### src/hdl/mctd_pkg.sv
package mctd_pkg;

  localparam int unsigned DRAW_W   = 32;  // random draw, Q0.32
  localparam int unsigned PROB_W   = 32;  // detrapping probability, Q8.24
  localparam int unsigned RATIO_W  = 48;  // detrapping ratio, Q32.16
  localparam int unsigned COUNT_W  = 16;  // trap counts and step indexes
  localparam int unsigned SIG_W    = 48;  // signal, Q32.16
  localparam int unsigned CFG_IDX_W = 2;
  localparam int unsigned CFG_DATA_W = 48;
  localparam int unsigned OUT_DATA_W = COUNT_W + SIG_W + COUNT_W;

  // Dividend is P*n^2 with eight extra fraction bits
  localparam int unsigned DVD_W = 72;
  localparam int unsigned DIV_CNT_W = 7;

  // Register indexes of the configuration port
  localparam logic [CFG_IDX_W-1:0] CFG_DETRAP_PROB    = 2'd0;
  localparam logic [CFG_IDX_W-1:0] CFG_TRAP_RATIO     = 2'd1;
  localparam logic [CFG_IDX_W-1:0] CFG_INITIAL_FILLED = 2'd2;
  localparam logic [CFG_IDX_W-1:0] CFG_NUM_STEPS      = 2'd3;

  // Controller to datapath
  typedef struct packed {
    logic restart;    // reload count, clear draw and step indexes
    logic capture;    // latch draw and trap sum r + n
    logic mul;        // form partial products and P*n
    logic cmp;        // compare, drop one electron on success
    logic prep_sq;    // n*n and divisor
    logic prep_num;   // dividend, clear divider
    logic div_step;   // one restoring divider iteration
    logic emit;       // load the output register
    logic fin;        // result closes the run
  } mctd_cmd_t;

  // Datapath to controller
  typedef struct packed {
    logic no_steps;   // num_steps is zero
    logic init_empty; // initial_filled is zero
    logic step_end;   // draws in this step reached electrons left
    logic n_zero;     // no electrons left
    logic step_last;  // this step is the last one allowed
    logic div_last;   // divider on its final iteration
    logic out_free;   // output register can take a result
  } mctd_sts_t;

endpackage

### src/hdl/mctd_ctrl.sv
module mctd_ctrl import mctd_pkg::*; (
  input  logic      clk_i,
  input  logic      rst_ni,
  input  logic      in_valid_i,
  input  logic      in_restart_i,
  output logic      in_ready_o,
  input  mctd_sts_t sts_i,
  output mctd_cmd_t cmd_o
);

  localparam logic [2:0] ST_IDLE = 3'd0;
  localparam logic [2:0] ST_MUL  = 3'd1;
  localparam logic [2:0] ST_CMP  = 3'd2;
  localparam logic [2:0] ST_END  = 3'd3;
  localparam logic [2:0] ST_SQ   = 3'd4;
  localparam logic [2:0] ST_NUM  = 3'd5;
  localparam logic [2:0] ST_DIV  = 3'd6;
  localparam logic [2:0] ST_EMIT = 3'd7;

  logic [2:0] state_q, state_d;
  logic       done_q, done_d;
  logic       fin_q, fin_d;
  logic       accept;

  assign in_ready_o = (state_q == ST_IDLE);
  assign accept     = in_valid_i && in_ready_o;

  always_comb begin
    state_d = state_q;
    done_d  = done_q;
    fin_d   = fin_q;
    cmd_o   = '0;
    case (state_q)
      ST_IDLE: begin
        if (accept) begin
          if (in_restart_i) begin
            cmd_o.restart = 1'b1;
            if (sts_i.no_steps) begin
              done_d = 1'b1;
            end else if (sts_i.init_empty) begin
              // empty run: report step zero at once as last
              done_d  = 1'b1;
              fin_d   = 1'b1;
              state_d = ST_SQ;
            end else begin
              done_d = 1'b0;
            end
          end else if (!done_q) begin
            cmd_o.capture = 1'b1;
            state_d       = ST_MUL;
          end
        end
      end
      ST_MUL: begin
        cmd_o.mul = 1'b1;
        state_d   = ST_CMP;
      end
      ST_CMP: begin
        cmd_o.cmp = 1'b1;
        state_d   = ST_END;
      end
      ST_END: begin
        if (sts_i.step_end) begin
          fin_d   = sts_i.n_zero || sts_i.step_last;
          state_d = ST_SQ;
        end else begin
          state_d = ST_IDLE;
        end
      end
      ST_SQ: begin
        cmd_o.prep_sq = 1'b1;
        state_d       = ST_NUM;
      end
      ST_NUM: begin
        cmd_o.prep_num = 1'b1;
        state_d        = ST_DIV;
      end
      ST_DIV: begin
        cmd_o.div_step = 1'b1;
        if (sts_i.div_last) begin
          state_d = ST_EMIT;
        end
      end
      ST_EMIT: begin
        if (sts_i.out_free) begin
          cmd_o.emit = 1'b1;
          cmd_o.fin  = fin_q;
          if (fin_q) begin
            done_d = 1'b1;
          end
          state_d = ST_IDLE;
        end
      end
      default: begin
        state_d = ST_IDLE;
      end
    endcase
  end

  always_ff @(posedge clk_i or negedge rst_ni) begin
    if (!rst_ni) begin
      state_q <= ST_IDLE;
      done_q  <= 1'b1;
      fin_q   <= 1'b0;
    end else begin
      state_q <= state_d;
      done_q  <= done_d;
      fin_q   <= fin_d;
    end
  end

  a_emit_free: assert property (@(posedge clk_i) disable iff (!rst_ni)
    cmd_o.emit |-> sts_i.out_free)
    else $error("result loaded over a beat not yet taken");

  a_div_to_emit: assert property (@(posedge clk_i) disable iff (!rst_ni)
    (cmd_o.div_step && sts_i.div_last) |=> (state_q == ST_EMIT))
    else $error("divider finished without moving to emit");

  a_no_steps_done: assert property (@(posedge clk_i) disable iff (!rst_ni)
    (accept && in_restart_i && sts_i.no_steps) |=> (done_q && state_q == ST_IDLE))
    else $error("restart with zero steps left the run open");

  a_last_done: assert property (@(posedge clk_i) disable iff (!rst_ni)
    (cmd_o.emit && cmd_o.fin) |=> done_q)
    else $error("last result did not close the run");

  a_draw_when_open: assert property (@(posedge clk_i) disable iff (!rst_ni)
    cmd_o.capture |-> !done_q)
    else $error("draw taken on a closed run");

endmodule

### config.mk
export PLATFORM = sky130hd
export DESIGN_NAME = mctd_ctrl
export DESIGN_NICKNAME = d
export VERILOG_FILES = /design/src/hdl/mctd_pkg.sv /design/src/hdl/mctd_ctrl.sv
export SDC_FILE = /design/constraint.sdc
export NUM_CORES = 1
export LEC_CHECK = 0
export BUFFER_PORTS_ARGS = -buffer_cell sky130_fd_sc_hd__buf_2
export CORE_MARGIN = 2
export CORE_UTILIZATION = 33
export CTS_BUF_LIST = sky130_fd_sc_hd__clkbuf_2
export CTS_CLUSTER_SIZE = 25
export DETAILED_ROUTE_END_ITERATION = 8
export MAX_ROUTING_LAYER = met4
export PLACE_DENSITY_LB_ADDON = 0.08
export SYNTH_ARGS = -nofsm -noshare
export SYNTH_HDL_FRONTEND = slang
export SYNTH_SLANG_ARGS = --single-unit
### constraint.sdc
create_clock -name clk_i -period 2.3 [get_ports clk_i]
set_input_delay 0.23 -clock clk_i [delete_from_list [all_inputs] [get_ports clk_i]]
set_output_delay 0.23 -clock clk_i [all_outputs]
set_load 0.02 [all_outputs]
==> results.json, run 1 <==
{
  "vias": 417,
  "syn_inst": 49,
  "final_layout_size_suffix_gt1_frac": 0.4000,
  "peakVddDrop_mv": 0.5423,
  "path_clk_slew_ns": 0.05,
  "core_area_mm2": 0.001269,
  "cts_hold_buffers": 1,
  "rsz0062_at_grt": "no",
  "maxSlewViolCount": 0,
  "cts_max_level": 1,
  "critPathTopFamily": "flip-flops",
  "synthArstFlopShare": 1.000,
  "drv_cap": 0,
  "startpoint_type": "flop",
  "ys_seq_area_frac": 0.2902,
  "setup_viol": 0,
  "die_w_um": 40.33,
  "cp.arrival_ns": 1.49,
  "power_frac_seq": 0.401,
  "seq_area_um2": 126.4,
  "status": "complete, no violations",
  "hold_path.class": "in2reg",
  "grt_pass1_vias": 366,
  "clockPowerShare": 0.121,
  "drt-total-wl_um": 909,
  "fmax_mhz": 582.3,
  "port_buffers": 20,
  "path_cells": "nand2_1 > nor2_1 > and2_1 > buf_2",
  "fillers": 139,
  "num_rows": 13,
  "swShare": 0.4954,
  "vias_per_cell": 4.906,
  "yosysMostFrequentCell": "nand2_1",
  "cts_tree": "yes",
  "track_usage": 0.1454,
  "hold_viol": 0,
  "worstSkewPairLatency_ns": 0.21,
  "drt_iter0_markers": 10,
  "dp_hpwl_um": 732,
  "syn_area_um2": 435.4,
  "clockBufferDepth": 2,
  "leakagePower_nw": 0.2679,
  "antenna_found_initial": 0,
  "critical_path.slowest_cell": "dfrtp_1",
  "holdWs_ns": 0.3269,
  "grt_remaining_overflow": 0,
  "grt_max_degree": 20,
  "area_growth_pct": 27.01,
  "max_slew_margin": 0.6085,
  "ys.warnings.count": 0,
  "synth_top_area_frac": 0.2299,
  "p_per_area_mw_per_mm2": 1186,
  "cts_root_buf": "clkbuf_2",
  "multiInputGateArea_um2": 274.0,
  "crit_path_end_kind": "primary output",
  "cp.required_ns": 2.07,
  "grt_pass1_wl_mm": 1.504,
  "crit_buf_inv": 1,
  "yosys.area.top_type": "dfrtp_1",
  "start_util": 0.3432,
  "critical_path_peak_fanout": 19,
  "synth_nets": 60,
  "ys_top_cells_by_count": "nand2_1 (5), dfrtp_1 (4), nor2_1 (4)",
  "diodes": 0,
  "reg2reg_slack_ns": 0.74,
  "post_drt_wl_per_cell_um": 10.69,
  "synthFlopType": "dfrtp_1",
  "drt_first_pass_iters": 4,
  "globalplace.congestion": 0.6800,
  "die_h_um": 40.33,
  "clock-sinks": 5,
  "internal_power_uw": 330.8,
  "setup_tns_ns": 0,
  "combPwrFrac": 0.479,
  "synth_seq_cells": 5,
  "die_area_mm2": 0.001626,
  "period_minus_slack_ns": 1.717,
  "syn-mean-instance-area_um2": 8.886,
  "cts_buffers": 3,
  "synth.distinct_cells": 30,
  "cpPeakStageDelay_ns": 0.71,
  "cts_resized": 0,
  "synthTopCellsByArea": "dfrtp_1 (23%), dfstp_2 (6.0%), nor4b_4 (5.5%)",
  "drc_errors": 0,
  "num_io_pins": 21,
  "clock_skew_ns": 0.001915,
  "fin_nets": 82,
  "critPathKind": "reg2out",
  "min_period_over_period": 0.7466,
  "power_switching_uw": 324.8,
  "finalPower_uw": 655.7,
  "tightest_slew_ns": 0.5873,
  "ant_nets": 0,
  "synth_edf_count": 0,
  "cts_setup_buffers": 0
}
==> worst register-to-register path: stages (launching register included) <==
cell     delay (ns)
dfrtp_1        0.59
and4b_1        0.33
a31oi_1        0.17
mux2_1         0.34
==> cells in the final DEF, fill, tap and decap left out, types with 2 or more instances in the layout <==
master / netlist / routed
buf_2: 1 / 20
nor3b_1: 3 / 3
nor2b_1: 2 / 2
dfrtp_1: 4 / 4
a21oi_1: 2 / 2
nor3_1: 2 / 2
clkbuf_2: 0 / 4
and2_1: 3 / 3
nor2_1: 4 / 4
nor4b_1: 2 / 2
nand2_1: 5 / 5
==> per-stage QoR <==
step | instance area (um^2) | utilization | std cells | setup slack, ns
3_3_place_gp | 523.0 | 0.4122 | 80 | 0.7487
2_1_floorplan | 435.4 | - | 49 | 0.6301
5_1_grt | 553.0 | 0.4359 | 85 | 0.4199
6_report | 553.0 | 0.4359 | 85 | 0.5827
4_1_cts | 553.0 | 0.4359 | 85 | 0.5738
3_5_place_dp | 523.0 | 0.4122 | 80 | 0.7571
==> final cells by class <==
type	instances	area share
multi-input cells	39	0.4955
well taps	15	0.03394
clock buffers	4	0.03620
flip-flops and latches	5	0.2285
inverters	1	0.006787
repair buffers	21	0.1991
==> sequential cells by signal (all words and copies together) (netlist names) <==
signal / flops
state_q: 3
fin_q: 1
done_q: 1
==> cell families (layout without fill, tap and decap cells) <==
| kind of cell | Yosys count | after routing | share of synthesized area |
|---|---|---|---|
| and+or+nand+nor | 28 | 28 | 0.4253 |
| AOI/OAI and AO/OA | 8 | 8 | 0.1322 |
| DFF | 5 | 5 | 0.2903 |
| buffers and inverters | 5 | 26 | 0.08043 |
| muxes | 2 | 2 | 0.05172 |
| xor gates and xnor gates | 1 | 1 | 0.02012 |
==> power by group through the flow <==
stage / Clock, mW / Sequential, mW / Combinational [mW]
after floorplan: 0 / 0.171 / 0.351
after global placement: 0 / 0.266 / 0.319
after detailed placement: 0 / 0.263 / 0.318
after CTS: 0.0826 / 0.261 / 0.320
after global routing: 0.0930 / 0.277 / 0.360
final: 0.0791 / 0.263 / 0.314
==> routing by layer <==
metal | share of wire | track usage | routed length [um] | vias up
met5 | 0 | - | 0 | -
met4 | 0 | 0.1000 | 0 | 0
met1 | 0.48 | 0.1939 | 436 | 185
met2 | 0.47 | 0.2024 | 426 | 12
li1 | - | - | - | 220
met3 | 0.051 | 0.01667 | 46 | 0
==> worst paths after layout <==
kind                       cells past startpoint                      to              startpoint
setup / recovery                               4                cmd_o[0]  state_q[0]$_DFFE_PN0P_
hold / removal                                 3      done_q$_DFFE_PN1P_              in_valid_i
setup reg to reg                               3       fin_q$_DFFE_PN0P_  state_q[0]$_DFFE_PN0P_
hold reg to reg                                1       fin_q$_DFFE_PN0P_       fin_q$_DFFE_PN0P_
max in group asynchronous                      2      done_q$_DFFE_PN1P_                  rst_ni
min in group asynchronous                      2  state_q[1]$_DFFE_PN0P_                  rst_ni
Power figures use the tool's default switching activity.
==> inputs of run 2 (changes only) <==
==> constraint.sdc (replaced) <==
create_clock -name clk_i -period 1.8 [get_ports clk_i]
set_input_delay 0.18 -clock clk_i [delete_from_list [all_inputs] [get_ports clk_i]]
set_output_delay 0.18 -clock clk_i [all_outputs]
set_load 0.02 [all_outputs]
==> run 2 against run 1 <==
Against the previous run:
- combinational power increased by 54%
- worst setup slack worse by 0.41 ns
- non-clock buffer count is 2 higher
- clock skew decreased by 0.0014 ns
- register-to-register slack got worse by 0.44 ns
- sequential power grew 12%
- worst hold slack worse by 0.051 ns
- cell count up 2.4%
- global-route usage is 0.24 points lower
- largest power group unchanged
==> results.json, run 2 (synthesis gave the netlist of run 1 again) <==
{
  "hold_start": "in_valid_i",
  "final_area_um2": 568.0,
  "cts_max_level": 1,
  "clock-sinks": 5,
  "clockBufferDepth": 2,
  "maxSlewViolCount": 0,
  "setup_viol": 0,
  "postLayoutCoreUtil": 0.4477,
  "worstSkewPairLatency_ns": 0.21,
  "swShare": 0.4849,
  "internal_power_uw": 451.9,
  "combPwrFrac": 0.549,
  "num_io_pins": 21,
  "peakVddDrop_mv": 0.7583,
  "startpoint_type": "flop",
  "p_per_area_mw_per_mm2": 1544,
  "setup_tns_ns": 0,
  "r2r_end": "fin_q$_DFFE_PN0P_",
  "drc_errors": 0,
  "clock_skew_ns": 0.0004803,
  "core_area_mm2": 0.001269,
  "vias_per_cell": 4.862,
  "min_to": "done_q$_DFFE_PN1P_",
  "num_rows": 13,
  "grt_pass1_vias": 332,
  "grtUsageMet3": 0.01667,
  "cts_resized": 0,
  "reg2reg_slack_ns": 0.30,
  "drv_cap": 0,
  "cts_root_buf": "clkbuf_2",
  "globalplace.congestion": 0.7194,
  "area_growth_pct": 30.46,
  "antenna_found_initial": 0,
  "largest_register": "state_q",
  "die_h_um": 40.33,
  "drt_iter0_markers": 4,
  "grt_use_met1": 0.1871,
  "cts_hold_buffers": 1,
  "final_layout_size_suffix_gt1_frac": 0.4167,
  "holdWs_ns": 0.2758,
  "grt_max_degree": 14,
  "critical_path_peak_fanout": 4,
  "layout_commonest_cell": "buf_2",
  "cp.required_ns": 1.62,
  "clockPowerShare": 0.116,
  "leakagePower_nw": 0.2775,
  "period_minus_slack_ns": 1.630,
  "die_w_um": 40.33,
  "largest_reg_flops": 3,
  "min_period_over_period": 0.9056,
  "cts_buffers": 3,
  "critPathKind": "reg2out",
  "fin_nets": 84,
  "power_switching_uw": 425.3,
  "diodes": 0,
  "final_cell_mix": "buf_2 (20), nand2_1 (5), nor2_1 (4), clkbuf_2 (4), dfrtp_1 (4)",
  "path_clk_slew_ns": 0.05,
  "ant_nets": 0,
  "post_drt_wl_per_cell_um": 10.92,
  "max_slew_margin": 0.7218,
  "worstReg2RegStart": "state_q[2]$_DFFE_PN0P_",
  "grt_pass1_wl_mm": 1.462,
  "die_area_mm2": 0.001626,
  "port_buffers": 20,
  "dp_hpwl_um": 774,
  "met2_usage": 0.2143,
  "track_usage": 0.1430,
  "start_util": 0.3432,
  "drt_first_pass_iters": 4,
  "rsz0062_at_grt": "no",
  "hold_viol": 0,
  "status": "complete, no violations",
  "cts_tree": "yes",
  "fmax_mhz": 613.5,
  "reg_top3": "state_q: 3 flops, done_q: 1 flops, fin_q: 1 flops",
  "cts_setup_buffers": 0,
  "hold_depth": 3,
  "placement.cell_area_um2": 538.0,
  "fillers": 138,
  "grt_remaining_overflow": 0,
  "vias": 423,
  "drt-total-wl_um": 950,
  "tightest_slew_ns": 0.4173,
  "crit_path_end_kind": "primary output",
  "cp.arrival_ns": 1.45,
  "power_frac_seq": 0.335,
  "gr-max-usage-layer": "met2",
  "r2r_cells": 3,
  "hold_path.class": "in2reg"
}
-- run 2: cell types whose count changed in the layout (fill, tap and decap cells not counted) --
cell	delta
buf_4	+2
-- run 2: power by group through the flow --
| stage | clock network (mW) | registers [mW] | logic (mW) |
|---|---|---|---|
| finish | 0.102 | 0.294 | 0.482 |
| global route | 0.121 | 0.310 | 0.536 |
| CTS | 0.108 | 0.292 | 0.490 |
| detailed placement | 0 | 0.295 | 0.488 |
| global placement | 0 | 0.296 | 0.491 |
| floorplan | 0 | 0.218 | 0.448 |
-- run 2: worst max path at each step --
stage	from	end	slack, ns	depth (start not counted)
detailed placement	state_q[2]$_DFFE_PN0P_	fin_q$_DFFE_PN0P_	0.31	3
finish	done_q$_DFFE_PN1P_	cmd_o[7]	0.17	3
floorplan	done_q$_DFFE_PN1P_	cmd_o[7]	0.18	2
global placement	state_q[2]$_DFFE_PN0P_	fin_q$_DFFE_PN0P_	0.31	3
global route	state_q[2]$_DFFE_PN0P_	cmd_o[8]	0.05	3
CTS	done_q$_DFFE_PN1P_	cmd_o[7]	0.13	3
-- run 2: area by class of cell --
class	count	area, um^2	area share
clock buffers	4	20.02	0.03524
multi-input cells	39	274.0	0.4824
inverters	1	3.754	0.006608
repair buffers	23	125.1	0.2203
flip-flops and latches	5	126.4	0.2225
well taps	15	18.77	0.03304
-- run 2: routing by layer --
metal,vias up,share of wire
met1,187,0.47
met2,11,0.48
met4,0,0
met3,0,0.051
li1,225,-
met5,-,0
-- run 2: through the flow --
| step | setup WS [ns] | power (mW) | cells |
|---|---|---|---|
| after floorplan | 0.1801 | 0.6666 | 49 |
| after global placement | 0.3092 | 0.7876 | 82 |
| after CTS | 0.1290 | 0.8901 | 87 |
| after global routing | 0.04773 | 0.9664 | 87 |
| after detailed placement | 0.3094 | 0.7823 | 82 |
| final | 0.1699 | 0.8772 | 87 |
-- run 2: critical path, stage by stage, from the launching register on --
cell,delay (ns)
dfstp_2,0.38
or3b_2,0.45
nor4_1,0.19
buf_2,0.21
==> inputs of run 3 (changes only) <==
--- a/config.mk
+++ b/config.mk
@@ -6,6 +6,7 @@
 export NUM_CORES = 1
 export LEC_CHECK = 0
 export BUFFER_PORTS_ARGS = -buffer_cell sky130_fd_sc_hd__buf_2
+export CAP_MARGIN = 20
 export CORE_MARGIN = 2
 export CORE_UTILIZATION = 33
 export CTS_BUF_LIST = sky130_fd_sc_hd__clkbuf_2
@@ -13,6 +14,8 @@
 export DETAILED_ROUTE_END_ITERATION = 8
 export MAX_ROUTING_LAYER = met4
 export PLACE_DENSITY_LB_ADDON = 0.08
+export RECOVER_POWER = 100
+export REMOVE_ABC_BUFFERS = 1
 export SYNTH_ARGS = -nofsm -noshare
 export SYNTH_HDL_FRONTEND = slang
 export SYNTH_SLANG_ARGS = --single-unit
==> run 3 against run 2 <==
Against the previous run:
- clock power about the same
- wire length down 0.11%
- worst setup slack got worse by 0.025 ns
- global-route usage fell by 0.39 points
- total power is 2.3% lower
- first-iteration DRC count rose by 25%
- critical path depth is the same
- combinational power fell by 6.2%
- core utilization fell by 0.69 points
- count of clock-buffer cells in the layout did not move
- clock skew is essentially flat
- cell count stayed put
- critical endpoint is now cmd_o[3]
- largest cell class unchanged
- largest power group unchanged
==> results.json, run 3 (synthesis gave the netlist of run 1 again) <==
{
  "status": "complete, no violations",
  "finalPower_uw": 856.7,
  "fillers": 144,
  "grt_pass1_wl_mm": 1.449,
  "cts_max_level": 1,
  "core_area_mm2": 0.001269,
  "holdWs_ns": 0.2652,
  "hold_viol": 0,
  "cts_tree": "yes",
  "largest_reg_flops": 3,
  "power_frac_seq": 0.351,
  "grt_max_degree": 14,
  "ant_nets": 0,
  "vias": 422,
  "num_io_pins": 21,
  "track_usage": 0.1392,
  "clockBufferDepth": 2,
  "post_drt_wl_per_cell_um": 10.91,
  "pre_cts_slack_ns": 0.2932,
  "antenna_found_initial": 0,
  "setup_tns_ns": 0,
  "cp.required_ns": 1.62,
  "cts_root_buf": "clkbuf_2",
  "dp_hpwl_um": 728,
  "power_switching_uw": 423.5,
  "min_period_over_period": 0.9196,
  "internal_power_uw": 433.3,
  "area_growth_pct": 28.45,
  "grt_pass1_vias": 351,
  "wl_met3_um": 79,
  "globalplace.congestion": 0.7494,
  "rsz0062_at_grt": "no",
  "postLayoutCoreUtil": 0.4408,
  "vias_per_cell": 4.851,
  "setup_ws_ns": 0.1446,
  "leakagePower_nw": 0.2544,
  "cts_buffers": 3,
  "cts_resized": 0,
  "drt-total-wl_um": 949,
  "path_clk_slew_ns": 0.05,
  "maxSlewViolCount": 0,
  "drt_first_pass_iters": 2,
  "hold_path.class": "in2reg",
  "drv_cap": 0,
  "period_minus_slack_ns": 1.655,
  "worstSkewPairLatency_ns": 0.22,
  "clockPowerShare": 0.121,
  "fin_nets": 84,
  "wl_met2_um": 408,
  "critical_path_peak_fanout": 12,
  "drt_iter0_markers": 5,
  "swShare": 0.4943,
  "critPathKind": "reg2out",
  "fmax_mhz": 604.1,
  "multiInputGateArea_um2": 274.0,
  "final_layout_size_suffix_gt1_frac": 0.3472,
  "diodes": 0,
  "peakVddDrop_mv": 0.4489,
  "p_per_area_mw_per_mm2": 1532,
  "cp.arrival_ns": 1.48,
  "critical_path.slowest_cell": "dfrtp_1",
  "reg_top3": "state_q: 3 flops, done_q: 1 flops, fin_q: 1 flops",
  "grt_remaining_overflow": 0,
  "top_layer": "met3",
  "max_slew_margin": 0.7194,
  "path_cells": "clkbuf_1 > and3b_1 > clkbuf_2",
  "die_area_mm2": 0.001626,
  "start_util": 0.3432,
  "die_w_um": 40.33,
  "startpoint_type": "flop",
  "clock_skew_ns": 0.0008407,
  "crit_path_end_kind": "primary output",
  "tightest_slew_ns": 0.4209,
  "setup_viol": 0,
  "final_cell_mix": "clkbuf_2 (10), buf_2 (10), nand2_1 (5), clkbuf_1 (5)",
  "drc_errors": 0,
  "clock-sinks": 5,
  "die_h_um": 40.33,
  "num_rows": 13,
  "combPwrFrac": 0.528,
  "seq_area_um2": 126.4,
  "largest_register": "state_q",
  "m1WireLength_um": 461,
  "port_buffers": 20,
  "cpPeakStageDelay_ns": 0.59
}
[run 3: cell count changes in the layout (fill, tap and decap cells not counted)]
cell,delta
clkbuf_2,+6
clkbuf_1,+5
buf_4,-1
buf_2,-10
[run 3: stage by stage]
stage                     cell area [um^2]  instances
final                                559.3         87
after global routing                 559.3         87
after detailed placement             538.0         82
after global placement               538.0         82
after CTS                            568.0         87
after floorplan                      404.1         45
[run 3: what timing repair did]
action,4_1_cts,5_1_grt
hold buffers,1,0
buffers inserted,0,0
endpoints found under the hold margin,5,0
[run 3: path summary, 6_finish.rpt]
kind	depth (start not counted)	slack, ns	end	startpoint
min in group asynchronous	2	0.34	state_q[0]$_DFFE_PN0P_	rst_ni
max in group asynchronous	2	1.19	done_q$_DFFE_PN1P_	rst_ni
worst min-delay path	4	0.27	fin_q$_DFFE_PN0P_	sts_i[3]
worst min register to register	1	0.53	fin_q$_DFFE_PN0P_	fin_q$_DFFE_PN0P_
worst max-delay path	3	0.14	cmd_o[3]	state_q[0]$_DFFE_PN0P_
worst max register to register	3	0.30	fin_q$_DFFE_PN0P_	state_q[2]$_DFFE_PN0P_
[run 3: cell type report]
type | instances | area share
repair buffers | 23 | 0.2081
clock buffers | 4 | 0.03579
multi-input cells | 39 | 0.4899
well taps | 15 | 0.03356
flip-flops and latches | 5 | 0.2260
inverters | 1 | 0.006711
[run 3: critical path, delay by kind of cell (launching register included)]
| kind | cells | cell delay [ns] |
|---|---|---|
| buffers and inverters | 2 | 0.46 |
| DFF | 1 | 0.59 |
| and+or+nand+nor | 1 | 0.20 |
[run 3: power by group through the flow]
stage / clock network (mW) / logic (mW) / registers [mW]
floorplan: 0 / 0.303 / 0.295
global placement: 0 / 0.474 / 0.305
detailed placement: 0 / 0.469 / 0.304
CTS: 0.105 / 0.472 / 0.301
global route: 0.117 / 0.507 / 0.316
finish: 0.104 / 0.452 / 0.301
[run 3: layer usage]
| layer | track usage | up-vias |
|---|---|---|
| met2 | 0.2103 | 17 |
| met4 | 0 | 0 |
| met1 | 0.1791 | 178 |
| met5 | - | - |
| met3 | 0.06667 | 0 |
| li1 | - | 227 |
